<file path="config.mk">
export PLATFORM = sky130hd
export DESIGN_NAME = morton_neighbor_cell_code_unit
export DESIGN_NICKNAME = d
export VERILOG_FILES = /design/src/design/mncc_pkg.sv /design/src/design/mncc_axis.sv /design/src/design/mncc_calc.sv /design/src/design/morton_neighbor_cell_code_unit.sv
export VERILOG_INCLUDE_DIRS = /design/src /design/src/design
export SDC_FILE = /design/constraint.sdc
export NUM_CORES = 1
export LEC_CHECK = 0
export BUFFER_PORTS_ARGS = -buffer_cell sky130_fd_sc_hd__clkbuf_2
export CAP_MARGIN = 5
export CORE_MARGIN = 10
export CORE_UTILIZATION = 59
export DETAILED_ROUTE_END_ITERATION = 12
export PLACE_DENSITY = 0.79
export SYNTH_ARGS = -nofsm -noshare
export SYNTH_HDL_FRONTEND = slang
export SYNTH_SLANG_ARGS = --single-unit
</file>
<file path="constraint.sdc">
create_clock -name i_clk -period 7.8 [get_ports i_clk]
set_input_delay 0.39 -clock i_clk [delete_from_list [all_inputs] [get_ports i_clk]]
set_output_delay 0.39 -clock i_clk [all_outputs]
set_load 0.005 [all_outputs]
</file>
<file path="src/design/morton_neighbor_cell_code_unit_macros.svh">
// ----------------------------------------------------------------------------
// morton neighbor cell code unit - assertion macros
// concurrent checks that compile away when NO_ASSERTIONS is defined
// ----------------------------------------------------------------------------
`ifndef MORTON_NEIGHBOR_CELL_CODE_UNIT_MACROS_SVH
`define MORTON_NEIGHBOR_CELL_CODE_UNIT_MACROS_SVH

`ifndef NO_ASSERTIONS

// same-cycle implication, disabled during reset
`define MNCC_ASSERT_NOW(label, clk, rst_n, ante, cons) \
    label: assert property (@(posedge clk) disable iff (!rst_n) (ante) |-> (cons)) \
        else $error("assertion failed: same-cycle check");

// next-cycle implication, disabled during reset
`define MNCC_ASSERT_NEXT(label, clk, rst_n, ante, cons) \
    label: assert property (@(posedge clk) disable iff (!rst_n) (ante) |=> (cons)) \
        else $error("assertion failed: next-cycle check");

`else

`define MNCC_ASSERT_NOW(label, clk, rst_n, ante, cons)
`define MNCC_ASSERT_NEXT(label, clk, rst_n, ante, cons)

`endif

`endif

</file>
<file path="src/design/mncc_pkg.sv">
// ----------------------------------------------------------------------------
// mncc_pkg
// shared constants, types and bit-shuffle functions of the neighbor code unit
// ----------------------------------------------------------------------------
package mncc_pkg;

    // grid geometry
    localparam int COORD_BITS = 10;
    localparam int CODE_BITS  = 3 * COORD_BITS;
    localparam int LVL_BITS   = 4;
    localparam int POS_BITS   = COORD_BITS + 3;
    localparam int SH_BITS    = $clog2(COORD_BITS + 1);
    localparam int CMP_BITS   = (SH_BITS > LVL_BITS) ? SH_BITS : LVL_BITS;

    // morton lanes
    localparam int LANE_X = 2;
    localparam int LANE_Y = 1;
    localparam int LANE_Z = 0;

    // request tdata layout
    localparam int LEVEL_LSB  = CODE_BITS;
    localparam int STEP_X_LSB = LEVEL_LSB + LVL_BITS;
    localparam int STEP_Y_LSB = STEP_X_LSB + 2;
    localparam int STEP_Z_LSB = STEP_Y_LSB + 2;
    localparam int SUB_X_LSB  = STEP_Z_LSB + 2;
    localparam int SUB_Y_LSB  = SUB_X_LSB + 2;
    localparam int SUB_Z_LSB  = SUB_Y_LSB + 2;
    localparam int IN_USED    = SUB_Z_LSB + 2;
    localparam int IN_DATA_BITS  = ((IN_USED + 7) / 8) * 8;
    localparam int OUT_DATA_BITS = ((CODE_BITS + 7) / 8) * 8;

    typedef struct packed {
        logic [CODE_BITS-1:0] code;
        logic [LVL_BITS-1:0]  level;
        logic [1:0]           step_x;
        logic [1:0]           step_y;
        logic [1:0]           step_z;
        logic [1:0]           sub_x;
        logic [1:0]           sub_y;
        logic [1:0]           sub_z;
    } t_req;

    typedef struct packed {
        logic [CODE_BITS-1:0] code;
        logic                 outside;
    } t_res;

    // shift control shared by the three axes
    typedef struct packed {
        logic [SH_BITS-1:0] cell_sh;
        logic               quarter_en;
        logic [SH_BITS-1:0] quarter_sh;
    } t_shift;

    function automatic logic [COORD_BITS-1:0] mncc_pick(
        input logic [CODE_BITS-1:0] code,
        input int                   lane
    );
        logic [COORD_BITS-1:0] r;
        r = '0;
        for (int i = 0; i < COORD_BITS; i++) begin
            r[i] = code[3 * i + lane];
        end
        return r;
    endfunction

    function automatic logic [CODE_BITS-1:0] mncc_weave(
        input logic [COORD_BITS-1:0] x,
        input logic [COORD_BITS-1:0] y,
        input logic [COORD_BITS-1:0] z
    );
        logic [CODE_BITS-1:0] r;
        r = '0;
        for (int i = 0; i < COORD_BITS; i++) begin
            r[3 * i + LANE_X] = x[i];
            r[3 * i + LANE_Y] = y[i];
            r[3 * i + LANE_Z] = z[i];
        end
        return r;
    endfunction

endpackage

</file>
<file path="src/design/mncc_axis.sv">
// ----------------------------------------------------------------------------
// mncc_axis
// moves one coordinate by whole and quarter cells and checks the grid bounds
// ----------------------------------------------------------------------------
module mncc_axis (
    input  logic [mncc_pkg::COORD_BITS-1:0] i_coord,
    input  logic [1:0]                      i_step,
    input  logic [1:0]                      i_sub,
    input  mncc_pkg::t_shift                i_shift,
    output logic [mncc_pkg::COORD_BITS-1:0] o_coord,
    output logic                            o_outside
);
    import mncc_pkg::*;

    logic signed [POS_BITS-1:0] step_ext;
    logic signed [POS_BITS-1:0] sub_ext;
    logic signed [POS_BITS-1:0] cell_off;
    logic signed [POS_BITS-1:0] quarter_off;
    logic signed [POS_BITS-1:0] coord_ext;
    logic signed [POS_BITS-1:0] pos;

    // 2-bit fields are two's complement, pattern 10 is -2
    assign step_ext    = {{(POS_BITS-2){i_step[1]}}, i_step};
    assign sub_ext     = {{(POS_BITS-2){i_sub[1]}}, i_sub};
    assign cell_off    = step_ext <<< i_shift.cell_sh;
    assign quarter_off = i_shift.quarter_en ? (sub_ext <<< i_shift.quarter_sh) : '0;
    assign coord_ext   = {{(POS_BITS-COORD_BITS){1'b0}}, i_coord};
    assign pos         = coord_ext + cell_off + quarter_off;

    // negative or at/above 2^COORD_BITS
    assign o_outside = pos[POS_BITS-1] | (|pos[POS_BITS-2:COORD_BITS]);
    assign o_coord   = pos[COORD_BITS-1:0];

endmodule

</file>
<file path="src/design/mncc_calc.sv">
// ----------------------------------------------------------------------------
// mncc_calc
// de-interleave, per-axis move, bounds merge and re-interleave
// ----------------------------------------------------------------------------
module mncc_calc (
    input  mncc_pkg::t_req i_req,
    output mncc_pkg::t_res o_res
);
    import mncc_pkg::*;

    logic [CMP_BITS-1:0]   lvl_w;
    logic [CMP_BITS-1:0]   lvl_c;
    logic [CMP_BITS-1:0]   cell_sh_w;
    t_shift                shift;
    logic [COORD_BITS-1:0] cx, cy, cz;
    logic [COORD_BITS-1:0] nx, ny, nz;
    logic                  out_x, out_y, out_z;
    logic                  outside;

    // levels past the grid act as the finest level
    assign lvl_w     = CMP_BITS'(i_req.level);
    assign lvl_c     = (lvl_w > CMP_BITS'(COORD_BITS)) ? CMP_BITS'(COORD_BITS) : lvl_w;
    assign cell_sh_w = CMP_BITS'(COORD_BITS) - lvl_c;

    assign shift.cell_sh    = cell_sh_w[SH_BITS-1:0];
    assign shift.quarter_en = (lvl_c <= CMP_BITS'(COORD_BITS - 2));
    assign shift.quarter_sh = cell_sh_w[SH_BITS-1:0] - SH_BITS'(2);

    assign cx = mncc_pick(i_req.code, LANE_X);
    assign cy = mncc_pick(i_req.code, LANE_Y);
    assign cz = mncc_pick(i_req.code, LANE_Z);

    mncc_axis u_axis_x (
        .i_coord   (cx),
        .i_step    (i_req.step_x),
        .i_sub     (i_req.sub_x),
        .i_shift   (shift),
        .o_coord   (nx),
        .o_outside (out_x)
    );

    mncc_axis u_axis_y (
        .i_coord   (cy),
        .i_step    (i_req.step_y),
        .i_sub     (i_req.sub_y),
        .i_shift   (shift),
        .o_coord   (ny),
        .o_outside (out_y)
    );

    mncc_axis u_axis_z (
        .i_coord   (cz),
        .i_step    (i_req.step_z),
        .i_sub     (i_req.sub_z),
        .i_shift   (shift),
        .o_coord   (nz),
        .o_outside (out_z)
    );

    assign outside       = out_x | out_y | out_z;
    assign o_res.outside = outside;
    assign o_res.code    = outside ? '0 : mncc_weave(nx, ny, nz);

endmodule

</file>
<file path="src/design/morton_neighbor_cell_code_unit.sv">
// ----------------------------------------------------------------------------
// morton_neighbor_cell_code_unit
// neighbor lookup on 3d morton cell codes with optional quarter-cell offset
// ----------------------------------------------------------------------------
// usage
//   requests enter on the s_axis channel, one per accepted tvalid/tready beat:
//   cell code, octree level, whole-cell direction and quarter-cell offset per
//   axis. each request gives exactly one response on the m_axis channel: the
//   neighbor's morton code in tdata and the outside-grid flag in tuser (code
//   is zero when the flag is set).
//   path: an accepted request sits in the input register until the result
//   register takes it, and is presented on m_axis from the result register.
//   throughput: one request per cycle while m_axis tready is high, set by
//   the single pass of shuffle and 13-bit add logic between the input and
//   result registers.
//   stall: when m_axis tready is low the result register holds; the input
//   register still takes one more request, after which s_axis tready drops
//   until the result moves on. nothing is dropped or repeated.
//   reset: synchronous, active low; both stages are emptied, no response is
//   pending afterwards. the unit has no configuration and no state between
//   requests.
// ----------------------------------------------------------------------------
`include "morton_neighbor_cell_code_unit_macros.svh"

module morton_neighbor_cell_code_unit (
    input  logic                                 i_clk,
    input  logic                                 i_rst_n,
    // request channel
    input  logic                                 i_s_axis_tvalid,
    output logic                                 o_s_axis_tready,
    // tdata: cell_code, cell_level, step_x, step_y, step_z, sub_x, sub_y, sub_z
    input  logic [mncc_pkg::IN_DATA_BITS-1:0]    i_s_axis_tdata,
    // response channel
    output logic                                 o_m_axis_tvalid,
    input  logic                                 i_m_axis_tready,
    // tdata: neighbor_code
    output logic [mncc_pkg::OUT_DATA_BITS-1:0]   o_m_axis_tdata,
    // tuser: outside_grid
    output logic                                 o_m_axis_tuser
);
    import mncc_pkg::*;

    // pipeline control
    logic   r_req_valid;
    logic   r_res_valid;
    logic   n_req_valid;
    logic   n_res_valid;
    logic   res_load;
    logic   req_load;

    // payload
    t_req   r_req;
    t_req   n_req;
    t_res   r_res;
    t_res   n_res;

    // result register loads when empty or being drained
    assign res_load = r_req_valid && (!r_res_valid || i_m_axis_tready);
    // input register loads when empty or moving into the result register
    assign o_s_axis_tready = !r_req_valid || res_load;
    assign req_load        = i_s_axis_tvalid && o_s_axis_tready;

    // unpack request beat
    always_comb begin
        n_req.code   = i_s_axis_tdata[CODE_BITS-1:0];
        n_req.level  = i_s_axis_tdata[LEVEL_LSB +: LVL_BITS];
        n_req.step_x = i_s_axis_tdata[STEP_X_LSB +: 2];
        n_req.step_y = i_s_axis_tdata[STEP_Y_LSB +: 2];
        n_req.step_z = i_s_axis_tdata[STEP_Z_LSB +: 2];
        n_req.sub_x  = i_s_axis_tdata[SUB_X_LSB +: 2];
        n_req.sub_y  = i_s_axis_tdata[SUB_Y_LSB +: 2];
        n_req.sub_z  = i_s_axis_tdata[SUB_Z_LSB +: 2];
    end

    // single pass of neighbor arithmetic
    mncc_calc u_calc (
        .i_req (r_req),
        .o_res (n_res)
    );

    // stage occupancy
    always_comb begin
        n_req_valid = r_req_valid;
        n_res_valid = r_res_valid;
        if (r_res_valid && i_m_axis_tready) begin
            n_res_valid = 1'b0;
        end
        if (res_load) begin
            n_res_valid = 1'b1;
            n_req_valid = 1'b0;
        end
        if (req_load) begin
            n_req_valid = 1'b1;
        end
    end

    always_ff @(posedge i_clk) begin
        if (!i_rst_n) begin
            r_req_valid <= 1'b0;
            r_res_valid <= 1'b0;
        end else begin
            r_req_valid <= n_req_valid;
            r_res_valid <= n_res_valid;
        end
    end

    // payload registers, no reset
    always_ff @(posedge i_clk) begin
        if (req_load) begin
            r_req <= n_req;
        end
        if (res_load) begin
            r_res <= n_res;
        end
    end

    assign o_m_axis_tvalid = r_res_valid;
    assign o_m_axis_tdata  = OUT_DATA_BITS'(r_res.code);
    assign o_m_axis_tuser  = r_res.outside;

    // an outside result always carries a zero code
    `MNCC_ASSERT_NOW(a_outside_zero, i_clk, i_rst_n,
        r_res_valid && r_res.outside, r_res.code == '0)
    // an accepted request always lands in the input register
    `MNCC_ASSERT_NEXT(a_req_lands, i_clk, i_rst_n,
        i_s_axis_tvalid && o_s_axis_tready, r_req_valid)
    // a held request moves on whenever the result register is free
    `MNCC_ASSERT_NEXT(a_req_moves, i_clk, i_rst_n,
        r_req_valid && !r_res_valid, r_res_valid)

endmodule
</file>
==> Word level (Yosys, flattened, before mapping) <==
Index checks and enable logic that the tools add are counted.
{ "totals": {"reg_bits": 79, "latchBits": 0, "ramBits": 0, "mem_bits_ro": 0, "inputBits": 52, "output_inout_bits": 35, "wordCells": 53, "n_memories": 0} }
{ "classes": {"addsub": 8, "n_mul": 0, "div": 0, "n_lt_le_gt_ge": 2, "eq_ne": 0, "shift": 6, "muxes": 8, "n_bitwise": 5, "n_reduce_logical": 12} }
{ "op_table": {"columns": ["cell", "n"], "rows": [
  ["11-bit by 13-bit adder with 13-bit output", 3],
  ["13-bit adder", 3],
  ["13-bit 2-to-1 mux", 3],
  ["13-bit by 4-bit <<< shifter with 13-bit output", 3],
  ["2-bit by 4-bit <<< shifter with 13-bit output", 3],
  ["2-bit OR reduction", 3],
  ["1-bit OR", 5],
  ["4-bit > comparator (second input constant)", 1],
  ["4-bit less-or-equal comparator (second input constant)", 1],
  ["1-bit 2-to-1 mux", 4],
  ["4-bit 2-to-1 mux", 1],
  ["2-bit nonzero test", 2],
  ["4-bit by 2-bit subtractor with 4-bit output (second input constant)", 1],
  ["4-bit subtractor (first input constant)", 1],
  ["1-bit logical AND", 3],
  ["1-bit zero test", 2],
  ["1-bit logical OR", 2]
]} }

==> Longest topological paths before layout <==
Gate-level depths: netlist (run 1).
{ "depth": {"ltp_word": 11, "depth_mapped": 25, "depth_no_buf": 22} }

==> Cells and area by module <==
A second synthesis (run 1) with hierarchy kept.
{ "unflattened": {"hier_cells": 693, "hier_area_um2": 6735.2} }
{ "by_module_without_submodules": {"columns": ["mod", "instances", "cells_each", "area_each_um2", "seq_area_each_um2"], "rows": [
  ["morton_neighbor_cell_code_unit", 1, 89, 2434.8, 2352.3],
  ["mncc_axis (u_calc.u_axis_y)", 1, 188, 1317.5, 0.0],
  ["mncc_axis (u_calc.u_axis_z)", 1, 184, 1310.0, 0.0],
  ["mncc_axis (u_calc.u_axis_x)", 1, 181, 1307.5, 0.0],
  ["mncc_calc", 1, 51, 365.4, 0.0]
]} }

==> Worst setup path before layout (run 1) <==
No wires, ideal clock.
{ "synth_path": {"kind": "register to register", "startpoint": "register r_req[13] in the netlist's numbering", "endpoint": "register r_res, in the netlist o_m_axis_tdata[3], data pin", "setup_ps": 255, "t_arrival_ps": 5350, "t_required_ps": 7545, "setup_slack_ps": 2195, "stages_incl_launch_ff": 23, "n_path_buf": 3, "synth_period_minus_slack_ps": 5605, "cell_sequence": "edfxtp_1 -> clkbuf_1 -> o21ai_0 -> nand2_2 -> clkinv_1 -> ha_1 -> buf_2 -> nor2b_1 -> a22oi_1 -> nand2_1 -> or2_2 -> a21oi_1 -> fa_1 -> ha_1 -> a211oi_2 -> o21ai_0 -> a31o_2 -> a211o_1 -> a221oi_1 -> xor3_1 -> and4_1 -> buf_2 -> and3_1"} }
{ "synth_via": {"elab_chain_len": 11, "word_cells_on_any_way": 28, "cone_classes": "8 x add/sub; 2 x order compare; 6 x shift; 4 x mux; 5 x bitwise; 3 x reduce/logical"} }
{ "synth_lines": {"columns": ["item", "line", "source"], "rows": [
  ["start, declared", "morton_neighbor_cell_code_unit.sv:52", "t_req r_req;"],
  ["start signal, assigned", "morton_neighbor_cell_code_unit.sv:110", "r_req <= n_req;"],
  ["4-bit > comparator", "mncc_calc.sv:22", "assign lvl_c = (lvl_w > CMP_BITS'(COORD_BITS)) ? CMP_BITS'(COORD_BITS) : lvl_w;"],
  ["4-bit 2-to-1 mux (*)", "mncc_calc.sv:22", null],
  ["4-bit subtractor", "mncc_calc.sv:23", "assign cell_sh_w = CMP_BITS'(COORD_BITS) - lvl_c;"],
  ["4-bit by 2-bit subtractor with 4-bit output", "mncc_calc.sv:27", "assign shift.quarter_sh = cell_sh_w[SH_BITS-1:0] - SH_BITS'(2);"],
  ["13-bit by 4-bit <<< shifter with 13-bit output", "mncc_axis.sv:26", "assign quarter_off = i_shift.quarter_en ? (sub_ext <<< i_shift.quarter_sh) : '0;"],
  ["13-bit 2-to-1 mux", "mncc_axis.sv:26", null],
  ["13-bit adder", "mncc_axis.sv:28", "assign pos = coord_ext + cell_off + quarter_off;"],
  ["2-bit OR reduction", "mncc_axis.sv:31", "assign o_outside = pos[POS_BITS-1] | (|pos[POS_BITS-2:COORD_BITS]);"],
  ["1-bit OR", "mncc_axis.sv:31", null],
  ["1-bit OR (2 in series)", "mncc_calc.sv:60", "assign outside = out_x | out_y | out_z;"],
  ["end signal, assigned", "morton_neighbor_cell_code_unit.sv:113", "r_res <= n_res;"],
  ["end, declared", "morton_neighbor_cell_code_unit.sv:54", "t_res r_res;"]
]} }
Mark *: on every way between the ends. The rest lies on a longest branch, timed or not.
A chain may end at the register's enable or synchronous reset.

==> Worst setup path in the final report (run 1) <==
{ "layout_path": {"startpoint": "register r_req[13] in the netlist's numbering", "endpoint": "register r_res, in the netlist o_m_axis_tdata[26], data pin"} }
The elaborated chain is that of the path after synthesis.

==> results of run 1 <==
## power groups by stage
stage                     combinational [W]  sequential [W]  clock [W]
after global routing               0.000705        0.000517   0.000287
after global placement             0.000598        0.000523          0
after floorplan                    0.000457        0.000510          0
after CTS                          0.000631        0.000514   0.000269
final                              0.000641        0.000515   0.000266
after detailed placement           0.000625        0.000523          0
## cell type report
class                           count  area share (%)
Clock inverter                      5           0.472
Clock buffer                       10            1.78
Inverter                           44            2.31
Tap cell                          140            2.45
Timing Repair Buffer               99            7.51
Sequential cell                    79            32.8
Multi-Input combinational cell    507            52.6
## stage by stage
step | cell area, um^2 | power (W) | setup slack [ns]
6_report | 7160 | 0.00142 | 1.51
5_1_grt | 7160 | 0.00151 | 1.05
4_1_cts | 7160 | 0.00141 | 1.60
3_5_place_dp | 7000 | 0.00115 | 1.64
3_3_place_gp | 7000 | 0.00112 | 1.78
2_1_floorplan | 6460 | 0.000967 | 2.19
## cells in the mapped netlist, types with 3 or more instances
library cell,count
a21boi_0,3
and2_1,6
a31oi_1,3
xor2_1,17
fa_1,33
or3_1,3
buf_4,4
a21o_1,9
nand2b_1,9
o21ai_0,34
nand2_1,87
a211oi_1,5
nor2_1,41
o21a_1,10
a22oi_1,9
clkbuf_1,21
inv_1,43
xnor2_1,10
or2_2,3
a21oi_1,56
buf_2,3
a41oi_1,4
buf_6,4
mux2_2,6
and3_1,9
nand4_1,7
edfxtp_1,77
a22o_1,3
nor3_1,31
a32oi_1,6
nand3_1,13
ha_1,40
nor2b_1,5
## critical path: stages, from the launching register on
cell	delay [ns]
edfxtp_1	0.56
o21ai_0	0.25
nand2_2	0.08
clkinv_1	0.07
ha_1	0.40
xnor2_2	0.31
nor2_1	0.52
nand2_1	0.22
a21o_1	0.22
fa_1	0.50
inv_1	0.04
ha_1	0.25
fa_1	0.42
a21oi_1	0.17
o21ai_0	0.18
o31ai_1	0.48
o21ai_0	0.22
xor2_1	0.21
nor3_4	0.19
nand4_4	0.31
buf_4	0.29
nor3_1	0.20
## cells by family (layout without fill, tap and decap cells)
family | Yosys count | after routing | share of synthesized area (%)
AND/OR/NAND/NOR | 228 | 228 | 17.4
AO/OA/AOI/OAI | 167 | 167 | 16.7
flip-flops | 79 | 79 | 36.4
buffers and inverters | 79 | 158 | 5.50
adder cells (fa/ha/maj) | 73 | 73 | 18.0
XOR/XNOR | 31 | 31 | 4.92
multiplexers | 6 | 6 | 1.05
other | 1 | 2 | 0.0580
## state kept, by name (all words and copies together) (netlist names)
name             cells
o_m_axis_tvalid      1
o_m_axis_tdata      30
r_req_valid          1
r_req               46
o_m_axis_tuser       1
## worst max path at each step
stage,slack (ns),end,depth (start not counted)
after CTS,1.60,o_m_axis_tdata[24],21
after global placement,1.78,o_m_axis_tdata[14],21
after detailed placement,1.64,o_m_axis_tdata[24],21
after floorplan,2.19,o_m_axis_tdata[3],22
final,1.51,o_m_axis_tdata[26],21
after global routing,1.05,o_m_axis_tdata[0],23
## per-layer routing
metal | wire [um] | share of wire (%)
met1 | 7670 | 42
met2 | 8650 | 47
met3 | 1560 | 8.4
met4 | 584 | 3.2
met5 | 13 | 0.070
==> results.md, run 1 <==
- Syn_area_per_cell: 9.73 um^2
- HP Start: i_s_axis_tdata[7]
- Inserted Diodes: 0
- Final WL: 18.5 mm
- Min Tclk post-route: approximately 6.3 ns
- CP Capture Type: register
- Crit share post-route: between 80% and 90%
- I/O pin total: 87
- Yosys cell types: 72
- Cts bufs inserted: 9
- Via count: 5470
- Initial antenna violation count: 1
- Max clock buf depth: 2
- Slew margin rel.: approximately 24%
- Outcome: finished clean
- Worst Path Max Fanout: 13
- Power per cell area: 199 nW/um^2
- Max IR drop VDD: 0.168 mV
- First-pass GRT wire length: roughly 30 mm
- Core Area: 10800 um^2
- # DRC: 0
- Vias/cell: 6.19
- Area leader, netlist: edfxtp_1
- Warnings, synthesis: 0
- Post CTS Setup Buffer Count: 0
- Mapped cell area: approximately 6500 um^2
- CTS sink cnt: 79
- Type of origin of the critical path: register
- Hold endpoint: r_req[23]
- Hold Path Class: primary input to register
- GPL Wtd Cong: around 1.0
- Final setup viols: 0
- R2R setup slack: 1.51 ns
- I/O Buffers: 82
- Hold path cells: 1
- Leading cell types in the layout, fill and taps excluded: nand2_1 (87), clkbuf_2 (82), edfxtp_1 (77)
- Met1 GRT Util: 30.3%
- Ys async rst share: 0%
- Int Power: around 0.00086 W
- # rows: 38
- Flops & latches, synth: 79
- Net Switching: between 0.0005 and 0.0006 W
- Total Routing Usage GR: approximately a quarter
- Total gr overflow: 0
- Synth top area cells: edfxtp_1 (36%), fa_1 (10%), ha_1 (7.7%)
- Clock skew after layout: 0.0157 ns
- Max-Cap Viols: 0
- Comb pwr share: between 40% and 50%
- Post-CTS sizing: 0
- Area growth syn-to-layout: 10.8%
- Footprint of the multi-input gates: roughly 3800 um^2
- Fraction of layout cells with a size suffix above 1: 19.2%
- Global Route met3 Usage: roughly 6%
- Clk slew on worst S/H paths: ~0.090 ns
- Wire per inst: between 20 and 25 um
- FMAX: approximately 160 MHz
- Met2 usage: 37.7%
- Die Footprint: 15500 um^2
- Layout Utilization: approximately two thirds
- Reg area: roughly 2400 um^2
- Hold_ws: between 0.15 and 0.2 ns
- Hold Vio Cnt, Final: 0
- DRT iter0 DRCs: 516
- Largest net degree at the start of global routing: 47
- Placed Cells: 869
- RSZ-0062 raised after global routing: no
- Commonest non-fill, non-tap cell in the layout: nand2_1
- Clock Power Share: between 10% and 20%
- Starting Density: 59.9%
- Vias in the first global route: between 5000 and 6000
- Clock tree from TritonCTS: yes
- FF-to-FF End: o_m_axis_tdata[26]
- Post-synth top area share: 35.8%
- Fillers: 859
- Clock Latency Late Sink: roughly 0.38 ns
- Pre-antenna DRT Iters: 5
- Ys flop type: edfxtp_1
- Crit path from: r_req[13]
- Worst EP arrival: approximately 6.5 ns
- Leak: 3.03 nW
- NumNets Final: just under 900
- Required time worst endpoint: around 8.0 ns
- Sw Share: between 30% and 40%
- Share of power burned in registers: a little over a third
- R2R cell count: 21
- Die width: roughly 120 um
- Clock root cell: clkbuf_8
- CTS H-tree depth: 3
- Global route hottest layer: met2
- DP HPWL: approximately 14 mm
- Worst-Margin Slew: ~1.1 ns
- Post-CTS Hold Fix Bufs: 0
- Max Slew Vio Count: 0
- Syn Inst Count: ~660
- Register area share after synthesis: about 36%
- Die height: 125 um
- Final Instance Count excl. Fillers: slightly below 900
- Critical R2R Launch: r_req[13]
- Post-synth EDFFs: 77
- Setup TNS: 0 ns
- ANT nets after route: 0
- Critical path class: register to register
Power figures use the tool's default switching activity.
==> inputs of run 2 (changes only) <==
==> constraint.sdc (replaced) <==
create_clock -name i_clk -period 6.2 [get_ports i_clk]
set_input_delay 0.31 -clock i_clk [delete_from_list [all_inputs] [get_ports i_clk]]
set_output_delay 0.31 -clock i_clk [all_outputs]
set_load 0.005 [all_outputs]
==> run 2 against run 1 <==
  * Clock power grew 28%
  * Final area grew 1.4%
  * Worst hold slack lost 0.079 ns
  * Worst setup slack lost 1.2 ns
  * Register-to-register slack lost 1.2 ns
  * Utilization grew 0.90 points
  * Fmax grew 7.0%
  * Sequential power grew 25%
  * Sequential cell count is the same
  * Clock-buffer cell count grew 1
  * Via count grew 0.26%
  * Non-clock buffer count grew 7
==> results.md, run 2 (synthesis gave the netlist of run 1 again) <==
- Outcome: finished clean
- Area growth syn-to-layout: 12.3%
- Clock Latency Late Sink: between 0.3 and 0.4 ns
- CP Capture Type: register
- Max Slew Vio Count: 0
- I/O pin total: 87
- Commonest non-fill, non-tap cell in the layout: nand2_1
- Hold Path Class: primary input to register
- R2R setup slack: around 0.32 ns
- Vias in the first global route: 5189
- Core Area: ~11000 um^2
- Die Footprint: roughly 16000 um^2
- Clock root cell: clkbuf_8
- Inserted Diodes: 0
- Setup TNS: 0 ns
- Total gr overflow: 0
- Leading cell types in the layout, fill and taps excluded: nand2_1 (87), clkbuf_2 (82), edfxtp_1 (77)
- Final WL: 18.8 mm
- Total Routing Usage GR: about 23%
- Leak: roughly 3.1 nW
- CTS H-tree depth: 3
- Die width: about 120 um
- Largest register FFs: 46
- Starting Density: between 50% and 60%
- Layout Utilization: between 60% and 70%
- HP Start: i_s_axis_tdata[4]
- RSZ-0062 raised after global routing: no
- DRT iter0 DRCs: ~630
- Initial antenna violation count: 0
- Worst-Margin Slew: 1.15 ns
- Hold path cells: 1
- Fillers: roughly 860
- Required time worst endpoint: about 6.3 ns
- Wire per inst: ~21 um
- Min Tclk post-route: 5.88 ns
- Worst EP arrival: approximately 6.0 ns
- GPL Wtd Cong: 0.978
- Clock tree from TritonCTS: yes
- Critical path class: register to register
- Final setup viols: 0
- FMAX: about 170 MHz
- I/O Buffers: between 80 and 90
- Slew margin rel.: between 20% and 30%
- Vias/cell: slightly above 6
- Clk slew on worst S/H paths: around 0.090 ns
- FF-to-FF End: o_m_axis_tdata[8]
- Die height: around 120 um
- Max-Cap Viols: 0
- Type of origin of the critical path: register
- Critical R2R Launch: r_req[13]
- Hold_ws: around 0.093 ns
- Most flops, register: r_req
- Via count: 5484
- Crit share post-route: between 90% and 100%
- Max clock buf depth: 2
- Pre-antenna DRT Iters: 5
- Clock skew after layout: between 0.02 and 0.025 ns
- First-pass GRT wire length: about 29 mm
- Hold Vio Cnt, Final: 0
- Fraction of layout cells with a size suffix above 1: between 20% and 30%
- Power per cell area: about 250 nW/um^2
- DP HPWL: about 14 mm
- Cts bufs inserted: 9
- CTS sink cnt: 79
- NumNets Final: between 800 and 900
- Largest net degree at the start of global routing: 47
- Max IR drop VDD: 0.210 mV
- Hold endpoint: r_req[20]
- # rows: 38
- Worst Path Max Fanout: 14
- R2R cell count: 20
- ANT nets after route: 0
- # DRC: 0
run 2: what timing repair did:
action / in CTS / in global routing
gates resized for setup: 0 / 4
hold buffers: 0 / 0
setup buffers: 0 / 8
endpoints found under the setup margin: 0 / 31
endpoints found under the hold margin: 0 / 0
run 2: cell type report:
cell class,count,area [um^2],area share [%]
clock buffer,11,131,1.81
clock inverter,5,32.5,0.448
inverter,44,165,2.28
multi-input combinational,508,3800,52.3
sequential,79,2350,32.4
tap,140,175,2.41
timing repair buffer,106,603,8.31
run 2: critical path: stages, from the launching register on:
cell      delay, ns
edfxtp_1       0.50
buf_4          0.20
a21o_2         0.19
ha_2           0.24
nor2b_1        0.19
a22oi_1        0.26
nand2_1        0.11
buf_4          0.20
nor2_2         0.30
nand2_1        0.12
fa_1           0.49
inv_1          0.04
ha_1           0.35
o21ai_0        0.23
o21ai_0        0.12
a31o_2         0.26
a211o_1        0.29
a221oi_1       0.31
xor3_1         0.62
and4_1         0.37
and3_1         0.25
run 2: worst max path at each step:
stage | to | slack [ns] | from | cells after the start
3_5_place_dp | o_m_axis_tdata[8] | 0.18 | r_req[13] | 21
5_1_grt | o_m_axis_tdata[8] | 0.07 | r_req[13] | 21
4_1_cts | o_m_axis_tdata[8] | 0.16 | r_req[13] | 21
3_3_place_gp | o_m_axis_tdata[19] | 0.35 | r_req[13] | 21
6_report | o_m_axis_tdata[8] | 0.32 | r_req[13] | 20
2_1_floorplan | o_m_axis_tdata[3] | 0.59 | r_req[13] | 22
run 2: metal layers:
metal / vias up / share of wire [%] / global-route usage, %
met4: 0 / 2.5 / 7.20
met2: 294 / 47 / 36.8
li1: 2556 / - / -
met5: - / 0 / 0
met1: 2592 / 42 / 30.6
met3: 42 / 8.9 / 5.19
run 2: through the flow:
step	instance area, um^2	cells	setup WS, ns	total power [W]
floorplan	6460	665	0.595	0.00122
global placement	7000	868	0.352	0.00141
detailed placement	7000	868	0.177	0.00144
CTS	7170	884	0.159	0.00178
global route	7260	893	0.0731	0.00192
finish	7260	893	0.324	0.00181
run 2: power by group:
| group | internal, W | leakage [nW] | switching (W) | total, W |
|---|---|---|---|---|
| Clock | 0.000145 | 0.0774 | 0.000196 | 0.000341 |
| Combinational | 0.000322 | 2.26 | 0.000503 | 0.000825 |
| Sequential | 0.000618 | 0.735 | 0.0000281 | 0.000646 |
| Total | 0.00108 | 3.07 | 0.000727 | 0.00181 |
